### config.mk
export PLATFORM = sky130hd
export DESIGN_NAME = diff_drive_odometry_fusion
export DESIGN_NICKNAME = d
export VERILOG_FILES = /design/src/rtl/ddo_pkg.sv /design/src/rtl/ddo_useq.sv /design/src/rtl/ddo_dpath.sv /design/src/rtl/diff_drive_odometry_fusion.sv
export SDC_FILE = /design/constraint.sdc
export NUM_CORES = 2
export LEC_CHECK = 0
export ABC_AREA = 0
export ABC_CLOCK_PERIOD_IN_PS = 21800
export CAP_MARGIN = 20
export CORE_MARGIN = 3
export CORE_UTILIZATION = 55
export DETAILED_ROUTE_END_ITERATION = 8
export DONT_BUFFER_PORTS = 1
export HOLD_SLACK_MARGIN = 0.15
export PLACE_DENSITY = 0.75
export SETUP_SLACK_MARGIN = 0.4
export SKIP_LAST_GASP = 1
export SYNTH_ARGS = -nofsm -noshare
export SYNTH_HDL_FRONTEND = slang
export SYNTH_SLANG_ARGS = --single-unit
### constraint.sdc
create_clock -name i_clk -period 21.8 [get_ports i_clk]
set_input_delay 3.27 -clock i_clk [delete_from_list [all_inputs] [get_ports i_clk]]
set_output_delay 3.27 -clock i_clk [all_outputs]
set_load 0.02 [all_outputs]
### src/rtl/ddo_pkg.sv
package ddo_pkg;

    typedef struct packed {
        logic [31:0] rpm_scale;
        logic [31:0] forward_scale;
        logic [31:0] turn_scale;
        logic [31:0] distance_scale;
        logic [16:0] filter_alpha;
    } t_cfg;

    // operand load: which value goes into the magnitude/scale registers
    typedef enum logic [2:0] {
        OPL_NONE,
        OPL_LEFT,
        OPL_RIGHT,
        OPL_DIST,
        OPL_FWD,
        OPL_TURN,
        OPL_FILT
    } t_opl;

    typedef enum logic [1:0] {
        MUL_NONE,
        MUL_LO,
        MUL_HI
    } t_mul;

    typedef enum logic [1:0] {
        ACC_NONE,
        ACC_LOAD,
        ACC_LOADSH,
        ACC_ADD
    } t_acc;

    typedef enum logic [2:0] {
        FIN_NONE,
        FIN_LRPM,
        FIN_RRPM,
        FIN_FWD,
        FIN_TURN,
        FIN_DIST,
        FIN_FILT
    } t_fin;

    typedef enum logic {
        JMP_NONE,
        JMP_NO_LINE
    } t_jmp;

    localparam int unsigned UPC_W = 4;
    typedef logic [UPC_W-1:0] t_upc;

    typedef struct packed {
        t_opl opl;
        t_mul mul;
        t_acc acc;
        t_fin fin;
        logic yaw_upd;
        t_jmp jmp;
        t_upc target;
        logic last;
    } t_uword;

    typedef struct packed {
        logic [31:0] left_rpm;
        logic [31:0] right_rpm;
        logic [31:0] forward_speed;
        logic [31:0] turn_rate;
        logic [31:0] travelled;
        logic [31:0] yaw_total;
        logic [15:0] line_smoothed;
    } t_result;

endpackage

### src/rtl/ddo_useq.sv
module ddo_useq import ddo_pkg::*; (
    input  logic   i_clk,
    input  logic   i_rst_n,
    input  logic   i_start,
    input  logic   i_line_valid,
    input  logic   i_out_free,
    output logic   o_busy,
    output logic   o_finish,
    output t_uword o_uword
);

    typedef enum logic [1:0] {
        ST_IDLE = 2'b01,
        ST_RUN  = 2'b10
    } t_state;

    localparam t_upc UPC_DONE = 4'd14;

    localparam t_uword UWORD_NOP = '{
        opl: OPL_NONE, mul: MUL_NONE, acc: ACC_NONE, fin: FIN_NONE,
        yaw_upd: 1'b0, jmp: JMP_NONE, target: '0, last: 1'b0
    };

    // Each product passes from the magnitude/scale registers through the product
    // register and the accumulator, and a result is written from the accumulator.
    function automatic t_uword ucode(input t_upc pc);
        t_uword w;
        w = UWORD_NOP;
        unique case (pc)
            4'd0: begin
                w.opl = OPL_LEFT;
            end
            4'd1: begin
                w.opl     = OPL_RIGHT;
                w.mul     = MUL_LO;
                w.yaw_upd = 1'b1;
            end
            4'd2: begin
                w.opl = OPL_DIST;
                w.mul = MUL_LO;
                w.acc = ACC_LOAD;
            end
            4'd3: begin
                w.mul = MUL_HI;
                w.acc = ACC_LOAD;
                w.fin = FIN_LRPM;
            end
            4'd4: begin
                w.mul = MUL_LO;
                w.acc = ACC_LOADSH;
                w.fin = FIN_RRPM;
            end
            4'd5: begin
                w.opl = OPL_FWD;
                w.acc = ACC_ADD;
            end
            4'd6: begin
                w.mul = MUL_HI;
                w.fin = FIN_DIST;
            end
            4'd7: begin
                w.opl = OPL_TURN;
                w.mul = MUL_LO;
                w.acc = ACC_LOADSH;
            end
            4'd8: begin
                w.mul = MUL_HI;
                w.acc = ACC_ADD;
            end
            4'd9: begin
                w.opl = OPL_FILT;
                w.mul = MUL_LO;
                w.acc = ACC_LOADSH;
                w.fin = FIN_FWD;
            end
            4'd10: begin
                w.mul = MUL_HI;
                w.acc = ACC_ADD;
            end
            4'd11: begin
                w.mul    = MUL_LO;
                w.acc    = ACC_LOADSH;
                w.fin    = FIN_TURN;
                w.jmp    = JMP_NO_LINE;
                w.target = UPC_DONE;
            end
            4'd12: begin
                w.acc = ACC_ADD;
            end
            4'd13: begin
                w.fin = FIN_FILT;
            end
            UPC_DONE: begin
                w.last = 1'b1;
            end
            default: begin
                w.last = 1'b1;
            end
        endcase
        return w;
    endfunction

    t_state r_state, n_state;
    t_upc   r_upc, n_upc;
    t_uword word;

    always_comb begin
        word     = (r_state == ST_RUN) ? ucode(r_upc) : UWORD_NOP;
        n_state  = r_state;
        n_upc    = r_upc;
        o_finish = 1'b0;
        unique case (r_state)
            ST_IDLE: begin
                if (i_start) begin
                    n_state = ST_RUN;
                    n_upc   = '0;
                end
            end
            ST_RUN: begin
                if (word.last) begin
                    // hold on the last step until the output register is free
                    if (i_out_free) begin
                        o_finish = 1'b1;
                        n_state  = ST_IDLE;
                    end
                end else if (word.jmp == JMP_NO_LINE && !i_line_valid) begin
                    n_upc = word.target;
                end else begin
                    n_upc = r_upc + 1'b1;
                end
            end
            default: begin
                n_state = ST_IDLE;
            end
        endcase
    end

    always_ff @(posedge i_clk) begin
        if (!i_rst_n) begin
            r_state <= ST_IDLE;
            r_upc   <= '0;
        end else begin
            r_state <= n_state;
            r_upc   <= n_upc;
        end
    end

    assign o_busy  = (r_state != ST_IDLE);
    assign o_uword = word;

endmodule

### src/rtl/ddo_dpath.sv
module ddo_dpath import ddo_pkg::*; #(
    parameter int unsigned FRAC_BITS = 16
) (
    input  logic               i_clk,
    input  logic               i_rst_n,
    input  logic               i_start,
    input  t_cfg               i_cfg,
    input  t_uword             i_uword,
    input  logic signed [15:0] i_left_count_delta,
    input  logic signed [15:0] i_right_count_delta,
    input  logic               i_yaw_valid,
    input  logic        [15:0] i_yaw_angle,
    input  logic               i_line_valid,
    input  logic signed [15:0] i_line_sample,
    output logic               o_line_valid,
    output t_result            o_res
);

    localparam logic signed [16:0] YAW_JUMP_POS = 17'sd27000;
    localparam logic signed [16:0] YAW_JUMP_NEG = -17'sd27000;
    localparam logic signed [31:0] CDEG_PER_REV = 32'sd36000;
    localparam logic signed [15:0] REV_MAX      = 16'sh7FFF;
    localparam logic signed [15:0] REV_MIN      = 16'sh8000;
    localparam logic        [16:0] ALPHA_ONE    = 17'd65536;
    localparam logic        [31:0] S32_MAX      = 32'h7FFF_FFFF;
    localparam logic        [31:0] S32_MIN      = 32'h8000_0000;

    function automatic logic [31:0] sat33(input logic [32:0] v);
        logic [31:0] r;
        if (v[32] != v[31]) begin
            r = v[32] ? S32_MIN : S32_MAX;
        end else begin
            r = v[31:0];
        end
        return r;
    endfunction

    // item registers
    logic signed [15:0] r_dl, r_dr, r_sample;
    logic        [15:0] r_angle;
    logic               r_yaw_valid, r_line_valid;

    // running state
    logic signed [31:0] r_lpos, r_rpos, r_last_yaw, r_fv;
    logic        [15:0] r_prev_yaw;
    logic signed [15:0] r_rev;

    // per-item results
    logic [31:0] r_lrpm, r_rrpm, r_fwd, r_turn, r_dist;

    // shared multiply path
    logic [32:0] r_mag;
    logic [31:0] r_scale;
    logic        r_neg;
    logic [48:0] r_prod;
    logic        r_prod_neg;
    logic [64:0] r_acc;
    logic        r_acc_neg;

    logic [32:0]        lpos_sum, rpos_sum;
    logic signed [16:0] yaw_d;
    logic signed [15:0] n_rev;
    logic signed [31:0] yaw_tot;

    always_comb begin
        lpos_sum = {r_lpos[31], r_lpos} + {{17{i_left_count_delta[15]}}, i_left_count_delta};
        rpos_sum = {r_rpos[31], r_rpos} + {{17{i_right_count_delta[15]}}, i_right_count_delta};
        yaw_d    = $signed({1'b0, i_yaw_angle}) - $signed({1'b0, r_prev_yaw});
        n_rev    = r_rev;
        if (yaw_d > YAW_JUMP_POS) begin
            if (r_rev != REV_MIN) n_rev = r_rev - 16'sd1;
        end else if (yaw_d < YAW_JUMP_NEG) begin
            if (r_rev != REV_MAX) n_rev = r_rev + 16'sd1;
        end
        yaw_tot = 32'(r_rev) * CDEG_PER_REV + $signed({16'b0, r_angle});
    end

    // operand select
    logic [32:0] opv, op_mag;
    logic [31:0] op_scale;
    logic [16:0] alpha_eff;

    always_comb begin
        alpha_eff = (i_cfg.filter_alpha > ALPHA_ONE) ? ALPHA_ONE : i_cfg.filter_alpha;
        unique case (i_uword.opl)
            OPL_LEFT: begin
                opv      = {{17{r_dl[15]}}, r_dl};
                op_scale = i_cfg.rpm_scale;
            end
            OPL_RIGHT: begin
                opv      = {{17{r_dr[15]}}, r_dr};
                op_scale = i_cfg.rpm_scale;
            end
            OPL_DIST: begin
                opv      = {r_rpos[31], r_rpos} + {r_lpos[31], r_lpos};
                op_scale = i_cfg.distance_scale;
            end
            OPL_FWD: begin
                opv      = {r_rrpm[31], r_rrpm} + {r_lrpm[31], r_lrpm};
                op_scale = i_cfg.forward_scale;
            end
            OPL_TURN: begin
                opv      = {r_rrpm[31], r_rrpm} - {r_lrpm[31], r_lrpm};
                op_scale = i_cfg.turn_scale;
            end
            OPL_FILT: begin
                // new = fv + floor(alpha * (sample * 2^16 - fv) / 2^16)
                opv      = {r_sample[15], r_sample, 16'h0000} - {r_fv[31], r_fv};
                op_scale = {15'b0, alpha_eff};
            end
            default: begin
                opv      = '0;
                op_scale = '0;
            end
        endcase
        op_mag = opv[32] ? (~opv + 33'd1) : opv;
    end

    // 17 x 32 unsigned multiply, high or low half of the magnitude
    logic [16:0] mul_half;
    logic [48:0] mul_prod;

    always_comb begin
        mul_half = (i_uword.mul == MUL_HI) ? r_mag[32:16] : {1'b0, r_mag[15:0]};
        mul_prod = 49'(mul_half) * 49'(r_scale);
    end

    // result write-back from the accumulator
    logic        fin_frac, fin_big;
    logic [64:0] fin_shr;
    logic [31:0] fin_trunc;
    logic signed [50:0] f_mag, f_sv, f_q;
    logic signed [51:0] f_sum;
    logic [31:0] f_sat;

    always_comb begin
        fin_frac = (i_uword.fin == FIN_FWD) || (i_uword.fin == FIN_TURN);
        fin_shr  = fin_frac ? (r_acc >> FRAC_BITS) : r_acc;
        fin_big  = |fin_shr[64:31];
        if (r_acc_neg) begin
            fin_trunc = fin_big ? S32_MIN : (~fin_shr[31:0] + 32'd1);
        end else begin
            fin_trunc = fin_big ? S32_MAX : fin_shr[31:0];
        end

        f_mag = $signed({1'b0, r_acc[49:0]});
        f_sv  = r_acc_neg ? -f_mag : f_mag;
        f_q   = f_sv >>> 16;
        f_sum = $signed({f_q[50], f_q}) + $signed({{20{r_fv[31]}}, r_fv});
        if (f_sum[51:31] == '0 || f_sum[51:31] == '1) begin
            f_sat = f_sum[31:0];
        end else begin
            f_sat = f_sum[51] ? S32_MIN : S32_MAX;
        end
    end

    always_ff @(posedge i_clk) begin
        if (!i_rst_n) begin
            r_lpos     <= '0;
            r_rpos     <= '0;
            r_prev_yaw <= '0;
            r_rev      <= '0;
            r_last_yaw <= '0;
            r_fv       <= '0;
        end else begin
            if (i_start) begin
                r_lpos <= sat33(lpos_sum);
                r_rpos <= sat33(rpos_sum);
                if (i_yaw_valid) begin
                    r_rev      <= n_rev;
                    r_prev_yaw <= i_yaw_angle;
                end
            end
            if (i_uword.yaw_upd && r_yaw_valid) begin
                r_last_yaw <= yaw_tot;
            end
            if (i_uword.fin == FIN_FILT) begin
                r_fv <= f_sat;
            end
        end
    end

    always_ff @(posedge i_clk) begin
        if (i_start) begin
            r_dl         <= i_left_count_delta;
            r_dr         <= i_right_count_delta;
            r_sample     <= i_line_sample;
            r_angle      <= i_yaw_angle;
            r_yaw_valid  <= i_yaw_valid;
            r_line_valid <= i_line_valid;
        end
        if (i_uword.opl != OPL_NONE) begin
            r_mag   <= op_mag;
            r_neg   <= opv[32];
            r_scale <= op_scale;
        end
        if (i_uword.mul != MUL_NONE) begin
            r_prod     <= mul_prod;
            r_prod_neg <= r_neg;
        end
        unique case (i_uword.acc)
            ACC_LOAD: begin
                r_acc     <= 65'(r_prod);
                r_acc_neg <= r_prod_neg;
            end
            ACC_LOADSH: begin
                r_acc     <= {r_prod, 16'h0000};
                r_acc_neg <= r_prod_neg;
            end
            ACC_ADD: begin
                r_acc <= r_acc + 65'(r_prod);
            end
            default: begin
            end
        endcase
        unique case (i_uword.fin)
            FIN_LRPM: r_lrpm <= fin_trunc;
            FIN_RRPM: r_rrpm <= fin_trunc;
            FIN_FWD:  r_fwd  <= fin_trunc;
            FIN_TURN: r_turn <= fin_trunc;
            FIN_DIST: r_dist <= fin_trunc;
            default: begin
            end
        endcase
    end

    assign o_line_valid        = r_line_valid;
    assign o_res.left_rpm      = r_lrpm;
    assign o_res.right_rpm     = r_rrpm;
    assign o_res.forward_speed = r_fwd;
    assign o_res.turn_rate     = r_turn;
    assign o_res.travelled     = r_dist;
    assign o_res.yaw_total     = r_last_yaw;
    assign o_res.line_smoothed = r_fv[31:16];

endmodule

### src/rtl/diff_drive_odometry_fusion.sv
// Differential-drive odometry: wheel rpm, forward speed, turn rate, travelled
// distance, multi-turn yaw and a low-pass filtered line sensor, one result per
// input item.
// Input channel: i_in_valid with the item fields, o_in_stall back. An item is
// taken at an edge with i_in_valid high and o_in_stall low.
// Output channel: o_out_valid with the result fields, i_out_stall back. The
// result sits in an output register and holds while i_out_stall is high.
// Configuration: i_cfg_valid/o_cfg_ready with i_cfg_index and i_cfg_data;
// 0 rpm_scale, 1 forward_scale, 2 turn_scale, 3 distance_scale,
// 4 filter_alpha, other indexes are ignored. Write only while idle.
// Program: o_in_stall is high after acceptance until the microcode program
// finishes, so a new item is taken only after the last one is done. The
// program skips the filter update when the item had no line sample, and runs
// ten products through one shared 17x32 multiplier.
// If the receiver stalls, the program holds on its last step until the output
// register frees up.
// Reset clears positions, yaw history and filter, loads the register defaults
// and leaves the output channel empty.
module diff_drive_odometry_fusion import ddo_pkg::*; #(
    parameter int unsigned FRAC_BITS = 16
) (
    input  logic               i_clk,
    input  logic               i_rst_n,
    input  logic               i_in_valid,
    output logic               o_in_stall,
    input  logic signed [15:0] i_left_count_delta,
    input  logic signed [15:0] i_right_count_delta,
    input  logic               i_yaw_valid,
    input  logic        [15:0] i_yaw_angle,
    input  logic               i_line_valid,
    input  logic signed [15:0] i_line_sample,
    output logic               o_out_valid,
    input  logic               i_out_stall,
    output logic signed [31:0] o_left_rpm,
    output logic signed [31:0] o_right_rpm,
    output logic signed [31:0] o_forward_speed,
    output logic signed [31:0] o_turn_rate,
    output logic signed [31:0] o_travelled,
    output logic signed [31:0] o_yaw_total,
    output logic signed [15:0] o_line_smoothed,
    input  logic               i_cfg_valid,
    output logic               o_cfg_ready,
    input  logic        [2:0]  i_cfg_index,
    input  logic        [31:0] i_cfg_data
);

    localparam logic [2:0]  CFG_RPM_SCALE      = 3'd0;
    localparam logic [2:0]  CFG_FORWARD_SCALE  = 3'd1;
    localparam logic [2:0]  CFG_TURN_SCALE     = 3'd2;
    localparam logic [2:0]  CFG_DISTANCE_SCALE = 3'd3;
    localparam logic [2:0]  CFG_FILTER_ALPHA   = 3'd4;
    localparam logic [31:0] SCALE_ONE          = 32'd65536;
    localparam logic [16:0] ALPHA_RST          = 17'd16384;

    t_cfg    r_cfg;
    t_result res, r_out;
    t_uword  uword;
    logic    r_out_valid;
    logic    busy, finish, out_free, start, dp_line_valid;

    assign o_cfg_ready = 1'b1;
    assign start       = i_in_valid && !busy;
    assign out_free    = !r_out_valid || !i_out_stall;

    always_ff @(posedge i_clk) begin
        if (!i_rst_n) begin
            r_cfg.rpm_scale      <= SCALE_ONE;
            r_cfg.forward_scale  <= SCALE_ONE;
            r_cfg.turn_scale     <= SCALE_ONE;
            r_cfg.distance_scale <= SCALE_ONE;
            r_cfg.filter_alpha   <= ALPHA_RST;
        end else if (i_cfg_valid && o_cfg_ready) begin
            unique case (i_cfg_index)
                CFG_RPM_SCALE:      r_cfg.rpm_scale      <= i_cfg_data;
                CFG_FORWARD_SCALE:  r_cfg.forward_scale  <= i_cfg_data;
                CFG_TURN_SCALE:     r_cfg.turn_scale     <= i_cfg_data;
                CFG_DISTANCE_SCALE: r_cfg.distance_scale <= i_cfg_data;
                CFG_FILTER_ALPHA:   r_cfg.filter_alpha   <= i_cfg_data[16:0];
                default: begin
                end
            endcase
        end
    end

    ddo_useq u_useq (
        .i_clk        (i_clk),
        .i_rst_n      (i_rst_n),
        .i_start      (start),
        .i_line_valid (dp_line_valid),
        .i_out_free   (out_free),
        .o_busy       (busy),
        .o_finish     (finish),
        .o_uword      (uword)
    );

    ddo_dpath #(
        .FRAC_BITS (FRAC_BITS)
    ) u_dpath (
        .i_clk               (i_clk),
        .i_rst_n             (i_rst_n),
        .i_start             (start),
        .i_cfg               (r_cfg),
        .i_uword             (uword),
        .i_left_count_delta  (i_left_count_delta),
        .i_right_count_delta (i_right_count_delta),
        .i_yaw_valid         (i_yaw_valid),
        .i_yaw_angle         (i_yaw_angle),
        .i_line_valid        (i_line_valid),
        .i_line_sample       (i_line_sample),
        .o_line_valid        (dp_line_valid),
        .o_res               (res)
    );

    always_ff @(posedge i_clk) begin
        if (!i_rst_n) begin
            r_out_valid <= 1'b0;
        end else if (finish) begin
            r_out_valid <= 1'b1;
        end else if (!i_out_stall) begin
            r_out_valid <= 1'b0;
        end
    end

    always_ff @(posedge i_clk) begin
        if (finish) begin
            r_out <= res;
        end
    end

    assign o_in_stall      = busy;
    assign o_out_valid     = r_out_valid;
    assign o_left_rpm      = $signed(r_out.left_rpm);
    assign o_right_rpm     = $signed(r_out.right_rpm);
    assign o_forward_speed = $signed(r_out.forward_speed);
    assign o_turn_rate     = $signed(r_out.turn_rate);
    assign o_travelled     = $signed(r_out.travelled);
    assign o_yaw_total     = $signed(r_out.yaw_total);
    assign o_line_smoothed = $signed(r_out.line_smoothed);

endmodule

; ---- Word-level counts from Yosys, hierarchy flattened
; Index checks and enable logic that the tools add are counted.
[totals]
elab_cells = 189
in_bits = 106
reg_bits = 928
[classes]
n_bitwise = 2
eq_ne = 47
reduce_logical = 37
magnitude_cmp = 3
n_mul = 2
n_mux = 42
n_addsub = 16
[op_table]
columns = operator, n
row1 = $mux 32, 10
row2 = $pmux 33 s6, 1
row3 = $pmux 65 s3, 1
row4 = $pmux 32 s5, 1
row5 = $add 32x16->33, 2
row6 = $add 32x32->33, 2
row7 = $sub 32x32->33, 2
row8 = $add 65x49->65, 1
row9 = $mux 65, 1
row10 = $mux 16, 4
row11 = $mux 17, 3
row12 = $mux 51, 1
row13 = $neg 50->51, 1
row14 = $mul 17x32->49, 1
row15 = $add 35x32->36, 1
row16 = $pmux 3 s6, 2
row17 = $reduce_or 34->1, 1
row18 = $add 33x1->33 const B, 1
row19 = $not 33->33, 1
row20 = $add 32x1->32 const B, 1
row21 = $add 32x17->32, 1
row22 = $ne 16x16->1 const B, 2
row23 = $not 32->32, 1
row24 = $mul 16x12->27 const B, 1
row25 = other kinds (42), 106

; ---- Longest topological paths before layout
[depth]
word_depth = 11
ltp_mapped = 36

; ---- Hierarchy
; From an unflattened synthesis, not the netlist that was laid out.
[unflattened]
hier_cells = 7409
hier_area_um2 = 71831.4
[by_module_without_submodules]
columns = module, n_inst, cells_per_inst, area_per_inst_um2, seq_area_each_um2
row1 = ddo_dpath, 1, 6585, 59509.6, 15454.8
row2 = diff_drive_odometry_fusion, 1, 727, 11592.4, 9168.8
row3 = ddo_useq, 1, 97, 729.4, 120.1

; ---- Least setup slack after synthesis
; OpenSTA, ideal clock, no wires.
[synth_path]
path_type = input port to flip-flop
startpoint = input port i_out_stall
endpoint = register r_out, in the netlist o_forward_speed[0] (enable)
stages = 1
path_buffers = 0
slack_ns = 7.687
arrival_time_ns = 13.267
cell_sequence = a21oi_1
[synth_between]
elab_chain_cells = 5
[synth_rtl]
columns = item, line_no
row1 = from (decl), diff_drive_odometry_fusion.sv:33  ; input logic i_out_stall,
row2 = $logic_not 1->1, n/a
row3 = $logic_or 1x1->1, diff_drive_odometry_fusion.sv:63  ; assign out_free = !r_out_valid || !i_out_stall;
row4 = $mux 1, ddo_useq.sv:122  ; if (i_out_free) begin
row5 = $mux 1, ddo_useq.sv:120  ; if (word.last) begin
row6 = $mux 1, ddo_useq.sv:112  ; unique case (r_state)
row7 = to (signal assigned), diff_drive_odometry_fusion.sv:126  ; r_out <= res;
row8 = to (decl), diff_drive_odometry_fusion.sv:56  ; t_result res, r_out;
; No other way between the ends.
; A chain may end at the register's enable or synchronous reset.

; ---- Worst setup path after layout
[layout_path]
startpoint = register u_useq.r_upc[0]
endpoint = register u_dpath.r_prod[39], data pin
[layout_between]
elab_chain_cells = 7
elab_cells_between_ends = 17
[layout_rtl]
columns = item, line_no
row1 = from (decl), ddo_useq.sv:104  ; t_upc r_upc, n_upc;
row2 = from (signal assigned), ddo_useq.sv:144  ; r_upc <= n_upc;
row3 = "$eq 4x1->1, or another cell as far along", ddo_useq.sv:29  ; unique case (pc)
row4 = $reduce_or 6->1 (no line) / $reduce_or 4->1 (equally long branches), n/a
row5 = $pmux 2 s2 (*), ddo_useq.sv:29
row6 = $mux 17 (*), ddo_useq.sv:108  ; word = (r_state == ST_RUN) ? ucode(r_upc) : UWORD_NOP;
row7 = $eq 2x2->1 (*), ddo_dpath.sv:124  ; mul_half = (i_uword.mul == MUL_HI) ? r_mag[32:16] : {1'b0, r_mag[15:0]};
row8 = $mux 17 (*), ddo_dpath.sv:124
row9 = $mul 17x32->49 (*), ddo_dpath.sv:125  ; mul_prod = 49'(mul_half) * 49'(r_scale);
row10 = via u_dpath.mul_prod[39], ddo_dpath.sv:121  ; logic [48:0] mul_prod;
row11 = to (signal assigned), ddo_dpath.sv:198  ; r_prod <= mul_prod;
row12 = to (decl), ddo_dpath.sv:55  ; logic [48:0] r_prod;
; The timed path passes the listed nets; every way through them passes the cells marked *.

==> flow_summary.ini <==
[run_status]
status = finished clean

[clock_tree]
ctsHoldBuffers = 0
clock-sinks = 928
worstSkewPairLatency_ps = 750
clockBufferDepth = 3
root_buffer = clkbuf_16
cts-resized-gates = 0
clkTransAtPathRegs_ps = 60
cts_tree = built
post_cts_buffers = 0
htreeDepth = 3
numCtsBuffers = 95

[yosys]
synth_ff_type = edfxtp_1
syn_avg_cell_area_sq_um = 9.40
synthArstFlopShare = 0
synth_fp_nets = 8709
synth_area_sq_mm = 0.0716
ys_warn_count = 0
yosys.area.top_type = edfxtp_1
netlist.area_leader.share = 0.258
seq_area_frac_synth = 0.345
ys_ff_latch = 928
synth_most_common_cell = nand2_1
syn_inst = 7620
synth_edf_count = 616
netlist_top_cells_count = nand2_1 (1149), inv_1 (733), a21oi_1 (648)
synthTopCellsByArea = edfxtp_1 (26%), fa_1 (14%), dfxtp_1 (8.7%)
synth.distinct_cells = 120

[power_and_ir_drop]
power.leakage_nw = 31.6
combPwrFrac = 0.172
vdd_drop_max_mv = 0.0649
internal_power_w = 0.00310
netSwitchingFraction = 0.286
seqPwrFrac = 0.448
powerDensity_mw_per_mm2 = 57.1
p_clk_frac = 0.380
p_sw_w = 0.00125

[place]
dp_cells = 9058
detailed_place_hpwl_microns = 152000
port_buffers = 0
place_congestion = 0.989

[global_routing]
grt_max_degree = 104
antenna_found_initial = 4
grt_pass1_vias = 54800
grt_pass1_wl_microns = 318000
overflow = 0
grt_use_total = 0.299

[route]
post_drt_via_cell_ratio = 6.14
drt_iter0_markers = 5421
vias = 56700
wirelength_microns = 205000
drc = 0
wl_per_cell_microns = 22.2
ant_nets = 0
drt_first_pass_iters = 8

[floorplan]
num_rows = 131
dieHeight_microns = 367
design.core.area_sq_mm = 0.129
initial_core_util = 0.558
top_level_ports = 317
die_area_sq_mm = 0.135
fp.dieW_microns = 367

[cells_and_area]
area_growth_pct = 6.25
final_cells = 9240
nets = 8516
drive_gt1_frac = 0.0451
fill_cells = 10900

[timing]
hold_viol_final = 0
setup_viol = 0
fin_crit_sh = 0.467
worstMarginPinSlew_ps = 1330
finalCriticalPeriod_ps = 10180
holdWs_ps = 409
slew_viol_final = 0
rsz0062_at_grt = no
finClkSkew_ps = 49.1
relSlewSlack = 0.117
setup_tns_ps = 0
max_clock_freq_mhz = 98.2

[worst_setup_path]
path_delay_family = adder cells
critPathMaxStageDelay_ps = 910
crit_slowest_cell = mux2_2
crit_arrival_ps = 10660
crit_top_cell = fa_1
start_kind = register
worstPathRequired_ps = 22280
critPathKind = reg2reg
cp-end-kind = register
path_max_fanout = 32
critical_path_buf_inv_count = 5

[worst_hold_path]
hold_path.class = reg2reg

[flow_run]
cap_violations = 0
## final timing paths
kind	startpoint	endpoint	slack (ps)	cells past startpoint
max reg2reg	u_useq.r_upc[0]$_SDFFE_PN0P_	u_dpath.r_prod[39]$_DFFE_PP_	11620	30
min	u_dpath.r_neg$_DFFE_PP_	u_dpath.r_prod_neg$_DFFE_PP_	410	0
max	u_useq.r_upc[0]$_SDFFE_PN0P_	u_dpath.r_prod[39]$_DFFE_PP_	11620	30
min reg2reg	u_dpath.r_neg$_DFFE_PP_	u_dpath.r_prod_neg$_DFFE_PP_	410	0
## sequential cells by signal (all words and copies together) (netlist names), 32 cells and up
signal / count
o_turn_rate: 32
u_dpath.r_fv: 32
u_dpath.r_rpos: 32
u_dpath.r_last_yaw: 32
u_dpath.r_rrpm: 32
u_dpath.r_lrpm: 32
u_dpath.r_acc: 65
r_cfg: 145
u_dpath.r_fwd: 32
o_left_rpm: 32
u_dpath.r_scale: 32
u_dpath.r_prod: 49
u_dpath.r_dist: 32
o_forward_speed: 32
o_travelled: 32
u_dpath.r_turn: 32
u_dpath.r_lpos: 32
u_dpath.r_mag: 33
o_yaw_total: 32
o_right_rpm: 32
## stage by stage
stage / total power, W / worst slack, ps / util / instance area (sq um)
after floorplan: 0.00254 / 7690 / - / 71600
after global placement: 0.00270 / 11930 / 0.568 / 72900
after detailed placement: 0.00272 / 11650 / 0.568 / 73000
after CTS: 0.00437 / 11650 / 0.592 / 76100
after global routing: 0.00453 / 10930 / 0.592 / 76100
final: 0.00435 / 11620 / 0.592 / 76100
## kinds of logic after synthesis
family / Yosys count / synth area share
multiplexers: 73 / 0.0106
AND/OR/NAND/NOR: 2308 / 0.151
adder cells (fa/ha/maj): 987 / 0.224
flip-flops: 928 / 0.345
XOR/XNOR: 426 / 0.0521
AO/OA/AOI/OAI: 1813 / 0.158
other: 1 / 0.0000523
buffers and inverters: 1084 / 0.0587
## layout by cell type (no fill, tap or decap), types with 118 or more instances in the layout
cell type / instances
dfxtp_1: 312
xnor2_1: 271
a21oi_1: 645
nor2_1: 263
ha_1: 488
nor3_1: 118
xor2_1: 154
o21ai_0: 409
edfxtp_1: 616
inv_1: 731
nand3_1: 139
nand2_1: 1149
a21o_1: 147
and2_1: 246
fa_1: 494
## area by class of cell
cell class	instances	area (sq um)	share of cell area
inverters	735	2770	0.0363
well taps	1729	2160	0.0284
diodes	2	5.00	0.0000657
multi-input cells	5608	42800	0.563
flip-flops and latches	928	24700	0.325
repair buffers	59	440	0.00579
clock buffers	130	2590	0.0340
clock inverters	49	568	0.00746
## per-layer routing
| metal | global-route usage | vias up | wire length [microns] |
|---|---|---|---|
| met3 | 0.0589 | 418 | 18700 |
| li1 | - | 26000 | - |
| met4 | 0.116 | 0 | 8720 |
| met2 | 0.475 | 2574 | 93300 |
| met1 | 0.405 | 27700 | 84400 |
| met5 | 0 | - | 0 |
## worst reg2reg max path, delay by kind of cell, from the launching register on
family                     cells  cell delay, ps
AOI/OAI and AO/OA              9            2220
and+or+nand+nor                6            1900
DFF                            1             420
muxes                          1             920
xor gates and xnor gates       1             160
adders and majority gates      8            3960
buffers and inverters          5             360
## power groups by stage
stage / Combinational (W) / Sequential [W] / Clock (W)
global route: 0.000836 / 0.00195 / 0.00175
detailed placement: 0.000736 / 0.00198 / 0
global placement: 0.000715 / 0.00198 / 0
floorplan: 0.000586 / 0.00196 / 0
CTS: 0.000742 / 0.00194 / 0.00168
finish: 0.000750 / 0.00195 / 0.00165
(Power assumes the default switching activity.)
